===== src/hw/rtl/efja_pkg.sv =====
// Shared types, widths and helpers for the earliest-finish job assigner.
`default_nettype none

package efja_pkg;

  localparam int WORKERS     = 16;
  localparam int WIDX_W      = $clog2(WORKERS);
  localparam int CNT_W       = WIDX_W + 1;
  localparam int NW_W        = 5;
  localparam int FAC_W       = 16;
  localparam int SIZE_W      = 16;
  localparam int PROD_W      = FAC_W + SIZE_W;
  localparam int TIME_W      = 48;
  localparam int QDEPTH      = 4;
  localparam int QPTR_W      = $clog2(QDEPTH);
  localparam int IN_FIELDS_W = WIDX_W + FAC_W + SIZE_W;
  localparam int IN_TDATA_W  = ((IN_FIELDS_W + 7) / 8) * 8;
  localparam int OUT_FIELDS_W = WIDX_W + 2 * TIME_W;
  localparam int OUT_TDATA_W = ((OUT_FIELDS_W + 7) / 8) * 8;

  localparam logic [NW_W-1:0]   NW_RESET = NW_W'(WORKERS);
  localparam logic [TIME_W-1:0] TIME_MAX = {TIME_W{1'b1}};

  typedef enum logic {
    CMD_LOAD = 1'b0,
    CMD_JOB  = 1'b1
  } cmd_t;

  typedef struct packed {
    cmd_t               cmd;
    logic [WIDX_W-1:0]  widx;
    logic [FAC_W-1:0]   factor;
    logic [SIZE_W-1:0]  size;
    logic               last;
  } req_t;

  typedef struct packed {
    logic full;
    logic empty;
  } q_stat_t;

  function automatic logic [CNT_W-1:0] active_count(input logic [NW_W-1:0] nw_cfg);
    logic [CNT_W-1:0] c;
    c = CNT_W'(nw_cfg);
    if (nw_cfg == '0) begin
      c = CNT_W'(1);
    end else if (CNT_W'(nw_cfg) > CNT_W'(WORKERS) || nw_cfg > NW_W'(WORKERS)) begin
      c = CNT_W'(WORKERS);
    end
    return c;
  endfunction

endpackage

`default_nettype wire


===== src/hw/rtl/efja_front.sv =====
// Input stage that accepts requests, classifies them and feeds the queue.
`default_nettype none

module efja_front (
  input  wire                               clk,
  input  wire                               rst_n,
  input  wire                               in_tvalid,
  output logic                              in_tready,
  // Fields from bit 0: worker_index, worker_factor, job_size, zero fill.
  input  wire [efja_pkg::IN_TDATA_W-1:0]    in_tdata,
  // Field: cmd.
  input  wire                               in_tuser,
  input  wire                               in_tlast,
  input  efja_pkg::q_stat_t                 q_stat,
  output logic                              push,
  output efja_pkg::req_t                    push_req
);
  import efja_pkg::*;

  logic buf_vld_r;
  logic buf_vld_nxt;
  req_t buf_r;
  req_t req_dec;
  logic accept;

  always_comb begin
    req_dec = '0;
    req_dec.cmd = cmd_t'(in_tuser);
    if (req_dec.cmd == CMD_LOAD) begin
      req_dec.widx   = in_tdata[WIDX_W-1:0];
      req_dec.factor = in_tdata[WIDX_W+FAC_W-1:WIDX_W];
    end else begin
      req_dec.size = in_tdata[IN_FIELDS_W-1:WIDX_W+FAC_W];
      req_dec.last = in_tlast;
    end
  end

  assign push      = buf_vld_r && !q_stat.full;
  assign in_tready = !buf_vld_r || !q_stat.full;
  assign accept    = in_tvalid && in_tready;
  assign push_req  = buf_r;

  always_comb begin
    buf_vld_nxt = buf_vld_r;
    if (accept) begin
      buf_vld_nxt = 1'b1;
    end else if (push) begin
      buf_vld_nxt = 1'b0;
    end
  end

  always_ff @(posedge clk) begin
    if (!rst_n) begin
      buf_vld_r <= 1'b0;
    end else begin
      buf_vld_r <= buf_vld_nxt;
    end
    if (accept) begin
      buf_r <= req_dec;
    end
  end

endmodule

`default_nettype wire


===== src/hw/rtl/efja_queue.sv =====
// Small request queue between the front and the scheduling engine.
`default_nettype none

module efja_queue (
  input  wire                clk,
  input  wire                rst_n,
  input  wire                push,
  input  efja_pkg::req_t     push_req,
  input  wire                pop,
  output efja_pkg::req_t     head,
  output efja_pkg::q_stat_t  stat
);
  import efja_pkg::*;

  req_t               slot_r [QDEPTH];
  logic [QPTR_W-1:0]  wr_ptr_r;
  logic [QPTR_W-1:0]  rd_ptr_r;
  logic [QPTR_W:0]    cnt_r;
  logic               do_push;
  logic               do_pop;

  assign stat.full  = (cnt_r == (QPTR_W+1)'(QDEPTH));
  assign stat.empty = (cnt_r == '0);
  assign do_push    = push && !stat.full;
  assign do_pop     = pop && !stat.empty;
  assign head       = slot_r[rd_ptr_r];

  always_ff @(posedge clk) begin
    if (!rst_n) begin
      wr_ptr_r <= '0;
      rd_ptr_r <= '0;
      cnt_r    <= '0;
    end else begin
      if (do_push) begin
        wr_ptr_r <= wr_ptr_r + QPTR_W'(1);
      end
      if (do_pop) begin
        rd_ptr_r <= rd_ptr_r + QPTR_W'(1);
      end
      if (do_push && !do_pop) begin
        cnt_r <= cnt_r + (QPTR_W+1)'(1);
      end else if (do_pop && !do_push) begin
        cnt_r <= cnt_r - (QPTR_W+1)'(1);
      end
    end
  end

  always_ff @(posedge clk) begin
    if (do_push) begin
      slot_r[wr_ptr_r] <= push_req;
    end
  end

endmodule

`default_nettype wire


===== src/hw/rtl/efja_engine.sv =====
// Scheduling engine: factor and finish-time stores, scans and result register.
`default_nettype none

module efja_engine (
  input  wire                               clk,
  input  wire                               rst_n,
  input  wire [efja_pkg::NW_W-1:0]          nw_cfg,
  input  efja_pkg::q_stat_t                 q_stat,
  input  efja_pkg::req_t                    q_head,
  output logic                              q_pop,
  output logic                              out_tvalid,
  input  wire                               out_tready,
  // Fields from bit 0: assigned_worker, finish_time, makespan, zero fill.
  output logic [efja_pkg::OUT_TDATA_W-1:0]  out_tdata,
  output logic                              out_tlast
);
  import efja_pkg::*;

  typedef enum logic [2:0] {
    S_IDLE,
    S_SCAN,
    S_READ,
    S_MUL,
    S_UPD,
    S_MAX,
    S_EMIT
  } state_t;

  state_t              state_r;
  state_t              state_nxt;
  logic [CNT_W-1:0]    nw;
  logic [CNT_W-1:0]    nw_m1;
  logic [WIDX_W-1:0]   last_idx;
  logic [CNT_W-1:0]    idx_r;
  logic [CNT_W-1:0]    jobs_r;
  logic                chk_r;
  logic [WIDX_W-1:0]   chk_idx_r;
  logic [WIDX_W-1:0]   pick_r;
  logic [SIZE_W-1:0]   size_r;
  logic                last_r;
  logic [TIME_W-1:0]   min_r;
  logic [TIME_W-1:0]   max_r;
  logic [TIME_W-1:0]   fin_r;
  logic [PROD_W-1:0]   prod_r;
  logic [TIME_W-1:0]   t_r;
  logic [TIME_W:0]     sum;
  logic [TIME_W-1:0]   t_new;
  logic                issue;
  logic                scan_done;
  logic                out_free;
  logic                is_job;
  logic [WIDX_W-1:0]   rd_addr;
  logic [TIME_W-1:0]   rd_data_r;
  logic                rd_hit_r;
  logic [TIME_W-1:0]   rd_val;
  logic [WORKERS-1:0]  fin_vld_r;
  logic [TIME_W-1:0]   fin_mem [WORKERS];
  logic [FAC_W-1:0]    fac_mem [WORKERS];
  logic [FAC_W-1:0]    fac_rd_r;
  logic                fac_we;
  logic                out_tvalid_r;
  logic [WIDX_W-1:0]   out_worker_r;
  logic [TIME_W-1:0]   out_finish_r;
  logic [TIME_W-1:0]   out_span_r;
  logic                out_last_r;

  assign nw        = active_count(nw_cfg);
  assign nw_m1     = nw - CNT_W'(1);
  assign last_idx  = nw_m1[WIDX_W-1:0];
  assign issue     = (state_r == S_SCAN || state_r == S_MAX) && (idx_r < nw);
  assign rd_addr   = issue ? idx_r[WIDX_W-1:0] : pick_r;
  assign rd_val    = rd_hit_r ? rd_data_r : '0;
  assign scan_done = chk_r && (chk_idx_r == last_idx);
  assign out_free  = !out_tvalid_r || out_tready;
  assign q_pop     = (state_r == S_IDLE) && !q_stat.empty;
  assign is_job    = (q_head.cmd == CMD_JOB);
  assign fac_we    = q_pop && !is_job;
  assign sum       = {1'b0, fin_r} + (TIME_W+1)'(prod_r);
  assign t_new     = sum[TIME_W] ? TIME_MAX : sum[TIME_W-1:0];

  assign out_tvalid = out_tvalid_r;
  assign out_tlast  = out_last_r;
  assign out_tdata  = OUT_TDATA_W'({out_span_r, out_finish_r, out_worker_r});

  always_ff @(posedge clk) begin
    rd_data_r <= fin_mem[rd_addr];
    rd_hit_r  <= fin_vld_r[rd_addr];
    if (state_r == S_UPD) begin
      fin_mem[pick_r] <= t_new;
    end
  end

  always_ff @(posedge clk) begin
    fac_rd_r <= fac_mem[pick_r];
    if (fac_we) begin
      fac_mem[q_head.widx] <= q_head.factor;
    end
  end

  always_comb begin
    state_nxt = state_r;
    case (state_r)
      S_IDLE: begin
        if (q_pop && is_job) begin
          state_nxt = (jobs_r < nw) ? S_READ : S_SCAN;
        end
      end
      S_SCAN: begin
        if (scan_done) begin
          state_nxt = S_READ;
        end
      end
      S_READ: state_nxt = S_MUL;
      S_MUL:  state_nxt = S_UPD;
      S_UPD:  state_nxt = last_r ? S_MAX : S_EMIT;
      S_MAX: begin
        if (scan_done) begin
          state_nxt = S_EMIT;
        end
      end
      S_EMIT: begin
        if (out_free) begin
          state_nxt = S_IDLE;
        end
      end
      default: state_nxt = S_IDLE;
    endcase
  end

  always_ff @(posedge clk) begin
    if (!rst_n) begin
      state_r      <= S_IDLE;
      jobs_r       <= '0;
      idx_r        <= '0;
      chk_r        <= 1'b0;
      fin_vld_r    <= '0;
      out_tvalid_r <= 1'b0;
    end else begin
      state_r   <= state_nxt;
      chk_r     <= issue;
      chk_idx_r <= idx_r[WIDX_W-1:0];
      if (issue) begin
        idx_r <= idx_r + CNT_W'(1);
      end
      if (out_tvalid_r && out_tready && state_r != S_EMIT) begin
        out_tvalid_r <= 1'b0;
      end
      case (state_r)
        S_IDLE: begin
          if (q_pop && is_job) begin
            size_r <= q_head.size;
            last_r <= q_head.last;
            idx_r  <= '0;
            if (jobs_r < nw) begin
              pick_r <= jobs_r[WIDX_W-1:0];
              jobs_r <= jobs_r + CNT_W'(1);
            end
          end
        end
        S_SCAN: begin
          if (chk_r && (chk_idx_r == '0 || rd_val < min_r)) begin
            min_r  <= rd_val;
            pick_r <= chk_idx_r;
          end
        end
        S_MUL: begin
          fin_r  <= rd_val;
          prod_r <= PROD_W'(fac_rd_r) * PROD_W'(size_r);
        end
        S_UPD: begin
          fin_vld_r[pick_r] <= 1'b1;
          t_r   <= t_new;
          idx_r <= '0;
          max_r <= '0;
        end
        S_MAX: begin
          if (chk_r && rd_val > max_r) begin
            max_r <= rd_val;
          end
        end
        S_EMIT: begin
          if (out_free) begin
            out_tvalid_r <= 1'b1;
            out_worker_r <= pick_r;
            out_finish_r <= t_r;
            out_last_r   <= last_r;
            out_span_r   <= last_r ? max_r : '0;
            if (last_r) begin
              fin_vld_r <= '0;
              jobs_r    <= '0;
            end
          end
        end
        default: begin
        end
      endcase
    end
  end

endmodule

`default_nettype wire


===== src/hw/rtl/earliest_finish_job_assigner_top.sv =====
// Top level of the earliest-finish job assigner.
`default_nettype none

// Requests pass an input register and a four-entry queue before the scheduling engine, so
// loads and jobs keep arriving while a result waits at the output. The engine writes each
// factor load into the factor store from its idle state. While the batch is still filling
// workers in order, a job goes straight to the next worker; afterwards the single read
// port of the finish-time store is walked one worker per cycle over the active workers
// to find the earliest finish. A job that closes a batch then walks the active workers
// again for the makespan, after which all finish times read as zero again.
module earliest_finish_job_assigner_top (
  input  wire                               clk,
  input  wire                               rst_n,
  input  wire                               cfg_valid,
  output logic                              cfg_ready,
  input  wire [efja_pkg::NW_W-1:0]          cfg_data,
  input  wire                               in_tvalid,
  output logic                              in_tready,
  // Fields from bit 0: worker_index, worker_factor, job_size, zero fill.
  input  wire [efja_pkg::IN_TDATA_W-1:0]    in_tdata,
  // Field: cmd.
  input  wire                               in_tuser,
  input  wire                               in_tlast,
  output logic                              out_tvalid,
  input  wire                               out_tready,
  // Fields from bit 0: assigned_worker, finish_time, makespan, zero fill.
  output logic [efja_pkg::OUT_TDATA_W-1:0]  out_tdata,
  output logic                              out_tlast
);
  import efja_pkg::*;

  logic [NW_W-1:0] nw_cfg_r;
  q_stat_t         q_stat;
  logic            push;
  req_t            push_req;
  logic            pop;
  req_t            head;

  assign cfg_ready = 1'b1;

  always_ff @(posedge clk) begin
    if (!rst_n) begin
      nw_cfg_r <= NW_RESET;
    end else if (cfg_valid && cfg_ready) begin
      nw_cfg_r <= cfg_data;
    end
  end

  efja_front u_front (
    .clk       (clk),
    .rst_n     (rst_n),
    .in_tvalid (in_tvalid),
    .in_tready (in_tready),
    .in_tdata  (in_tdata),
    .in_tuser  (in_tuser),
    .in_tlast  (in_tlast),
    .q_stat    (q_stat),
    .push      (push),
    .push_req  (push_req)
  );

  efja_queue u_queue (
    .clk      (clk),
    .rst_n    (rst_n),
    .push     (push),
    .push_req (push_req),
    .pop      (pop),
    .head     (head),
    .stat     (q_stat)
  );

  efja_engine u_engine (
    .clk        (clk),
    .rst_n      (rst_n),
    .nw_cfg     (nw_cfg_r),
    .q_stat     (q_stat),
    .q_head     (head),
    .q_pop      (pop),
    .out_tvalid (out_tvalid),
    .out_tready (out_tready),
    .out_tdata  (out_tdata),
    .out_tlast  (out_tlast)
  );

endmodule

`default_nettype wire


===== config.mk =====
export PLATFORM = sky130hd
export DESIGN_NAME = earliest_finish_job_assigner_top
export DESIGN_NICKNAME = d
export VERILOG_FILES = /design/src/hw/rtl/efja_pkg.sv /design/src/hw/rtl/efja_front.sv /design/src/hw/rtl/efja_queue.sv /design/src/hw/rtl/efja_engine.sv /design/src/hw/rtl/earliest_finish_job_assigner_top.sv
export SDC_FILE = /design/constraint.sdc
export NUM_CORES = 2
export LEC_CHECK = 0
export BUFFER_PORTS_ARGS = -buffer_cell sky130_fd_sc_hd__buf_2
export CORE_UTILIZATION = 26
export DETAILED_ROUTE_END_ITERATION = 12
export PLACE_DENSITY_LB_ADDON = 0.1
export RECOVER_POWER = 25
export SKIP_LAST_GASP = 1
export SYNTH_ARGS = -nofsm -noshare
export SYNTH_HDL_FRONTEND = slang
export SYNTH_SLANG_ARGS = --single-unit
export TNS_END_PERCENT = 10

===== constraint.sdc =====
create_clock -name clk -period 9.65 [get_ports clk]
set_input_delay 1.4475 -clock clk [delete_from_list [all_inputs] [get_ports clk]]
set_output_delay 1.4475 -clock clk [all_outputs]
set_load 0.05 [all_outputs]

==> key figures <==
Routing
  – Initial DRC count: 2,642
  – Final WL: 218,000 um
  – WL/cell: 24.7 um
  – TritonRoute pass-1 iters: 5
  – Drt drc: 0
  – Via density: 4.50
  – Number of routed nets with antenna violations: 0
  – Via count: 39,784

Clocking
  – Post-CTS Resized: 0
  – Htree depth: 4
  – CTS Buffer Depth: 4
  – Num CTS Buffers: 198
  – Clk sinks: 1,675
  – Post-CTS repair timing setup buffer count: 0
  – Post-CTS Hold Fix Bufs: 0
  – Clock slew at reported path FFs: 60 ps
  – Root Driver: clkbuf_16
  – Worst-Skew Late Latency: 870 ps
  – TritonCTS clock tree: built

Logic synthesis
  – Synth cell types: 80
  – Synthesized netlist cell count: 4,667
  – Post-synth top area cell: edfxtp_1
  – Seq cells post-synth: 1,675
  – Seq/Total Area, Yosys: 66.7%
  – Ys async rst share: 0%
  – Netlist Area Pre-Place: 0.0738 mm2
  – Top-count cell post-synth: edfxtp_1
  – Post-synth EDFFs: 1,564
  – Mean post-synth cell area: 15.8 um2
  – Post-synth top cells: 1,564 x edfxtp_1, 399 x mux2i_1, 338 x inv_1
  – Top_reg_cell synth: edfxtp_1
  – Synth top area share: 63.7%
  – Top cells by area, synth: edfxtp_1 64%, mux2i_1 5.4%, fa_1 5.3%
  – Warnings, synthesis: 0

Worst setup path
  – Reg-to-reg endpoint: u_engine.max_r[20]
  – CP startpoint kind: flip-flop
  – Worst-case reg-to-reg path depth: 12
  – R2r setup slk: 1820 ps
  – CP most frequent cell: nor2_1
  – WP buf/inv: 2
  – Worst Setup End Kind: flip-flop
  – Slowest stage cell, crit path: clkbuf_1
  – Critical path arrival: 8250 ps
  – Delay-heaviest family, CP: simple AND/OR/NAND/NOR gates
  – Critical Path Max Stage Delay: 2210 ps
  – Class of the most critical setup path: flip-flop to flip-flop
  – Crit-path cells: clkbuf_1 -> and2_0 -> ha_1 -> nand4_1 -> nor2_1 -> nand2_1 -> nor2_1 -> nand3_1 -> nor3_1 -> a21oi_1 -> a41oi_4 -> buf_4
  – Critical Path RT: 10,070 ps
  – CP max FO: 48
  – RR Startpoint: u_engine.rd_hit_r

Floorplanning
  – Initial Utilization: 26.1%
  – Rows: 195
  – Die Height: 535 um
  – Num ports: 160
  – Die ar.: 0.286 mm2
  – Die extent in x: 535 um
  – Core Area: 0.282 mm2

Final layout
  – Area growth syn-to-layout: 15.9%
  – Fill cells: 27,944
  – Final Cell Area: 0.0855 mm2
  – Net count, final: 5,419
  – Layout cell share with drive strength beyond 1: 13.4%
  – Final Util: 30.3%

Timing
  – Tmin final: 7830 ps
  – Pins over their slew limit: 284
  – Relative slew slack: -160%
  – Clock Skews: 99.2 ps
  – Setup ws final: 1820 ps
  – Setup TNS: 0 ps
  – Final Cycle Share: 81.1%
  – Final setup fails: 0
  – Worst slew pin tran: 3900 ps
  – F_max: 128 MHz
  – RSZ-0062 raised after global routing: false
  – Final hold violation count: 0

Worst hold path
  – WHS Path Cells: 0
  – Hold EP: u_engine.out_finish_r[8]
  – Min-delay worst type: flip-flop to flip-flop
  – Hold path start: u_engine.t_r[8]

Placed design
  – Routability congestion estimate: 0.741
  – Placed cell areas: 0.0795 mm2
  – Port buffer count: 150
  – Pre-CTS setup slack: 2280 ps
  – Detailed Place HPWL: 132,000 um

GRT
  – Global-route wire length before repair: 311,000 um
  – Total global-route track usage: 15.1%
  – Largest net degree at the start of global routing: 125
  – GRT Residual Overflow: 0
  – Initial antenna violation count: 14
  – Vias in the first global route: 41,370

Outcome
  – Status: complete, but fails checks
  – Failing checks: capacitance limit, slew limit

Flow run
  – MaxCap Viol Count: 8
[placed cells by master, fill, tap and decap left out, drive strengths merged, types with 133 or more instances in the layout]
cell type,netlist,routed
nand2,244,244
edfxtp,1564,1564
and2,248,248
ha,247,247
mux2i,399,399
buf,87,228
fa,196,196
inv,338,344
clkbuf,108,300
o22ai,197,197
nor2,133,133
[routing by layer]
| metal | global-route usage (%) | vias up | share of wire (%) |
|---|---|---|---|
| met5 | 0 | - | 0 |
| met2 | 24.6 | 698 | 46 |
| met4 | 3.24 | 0 | 1.8 |
| li1 | - | 18003 | - |
| met1 | 21.6 | 20831 | 49 |
| met3 | 1.86 | 252 | 3.2 |
[area by class of cell]
class | count | area, um2 | share of cell area (%)
Clock inverter | 83 | 687 | 0.804
Timing Repair Buffer | 249 | 1470 | 1.72
Sequential cell | 1675 | 49200 | 57.5
Antenna cell | 7 | 17.5 | 0.0205
Clock buffer | 279 | 5430 | 6.36
Tap cell | 3743 | 4680 | 5.48
Inverter | 339 | 1270 | 1.49
Multi-Input combinational cell | 2461 | 22700 | 26.6
[sequential cells by signal (all words and copies together), names as in the netlist, 48 cells and up, named ones only]
name                   cells
u_engine.min_r            48
u_engine.rd_data_r        48
u_engine.max_r            48
u_engine.fac_mem         256
u_engine.out_span_r       48
u_engine.fin_mem         768
u_queue.slot_r           152
u_engine.out_finish_r     48
u_engine.fin_r            48
u_engine.t_r              48
[metrics by stage]
stage / cells / hold WS, ps
floorplan: 4670 / 400
global placement: 8467 / 406
detailed placement: 8467 / 405
CTS: 8829 / 419
global route: 8830 / 426
finish: 8836 / 417
[worst max path at each step]
| stage | startpoint | endpoint | cells past startpoint |
|---|---|---|---|
| 2_1_floorplan | rst_n | u_engine.fin_r[0] | 3 |
| 3_3_place_gp | u_engine.fac_rd_r[5] | u_engine.prod_r[30] | 22 |
| 3_5_place_dp | u_engine.fac_rd_r[5] | u_engine.prod_r[30] | 22 |
| 4_1_cts | u_engine.size_r[1] | u_engine.prod_r[30] | 18 |
| 5_1_grt | u_engine.rd_hit_r | u_engine.max_r[20] | 12 |
| 6_report | u_engine.rd_hit_r | u_engine.max_r[20] | 12 |
[kinds of logic (layout without fill, tap and decap cells)]
group           after synthesis  count (layout)  share of synthesized area, %
buf+inv                     534             950                          2.90
mux                         521             521                          9.08
flops                      1675            1675                          66.7
compound gates              508             508                          4.36
other cells                   2              12                        0.0102
xor+xnor                     79              79                         0.938
simple gates                905             905                          6.51
fa+ha+maj                   443             443                          9.51
Power is left out: the tool's default activity adds up to more than one toggle a clock period on the data nets, which glitch-free logic cannot reach.
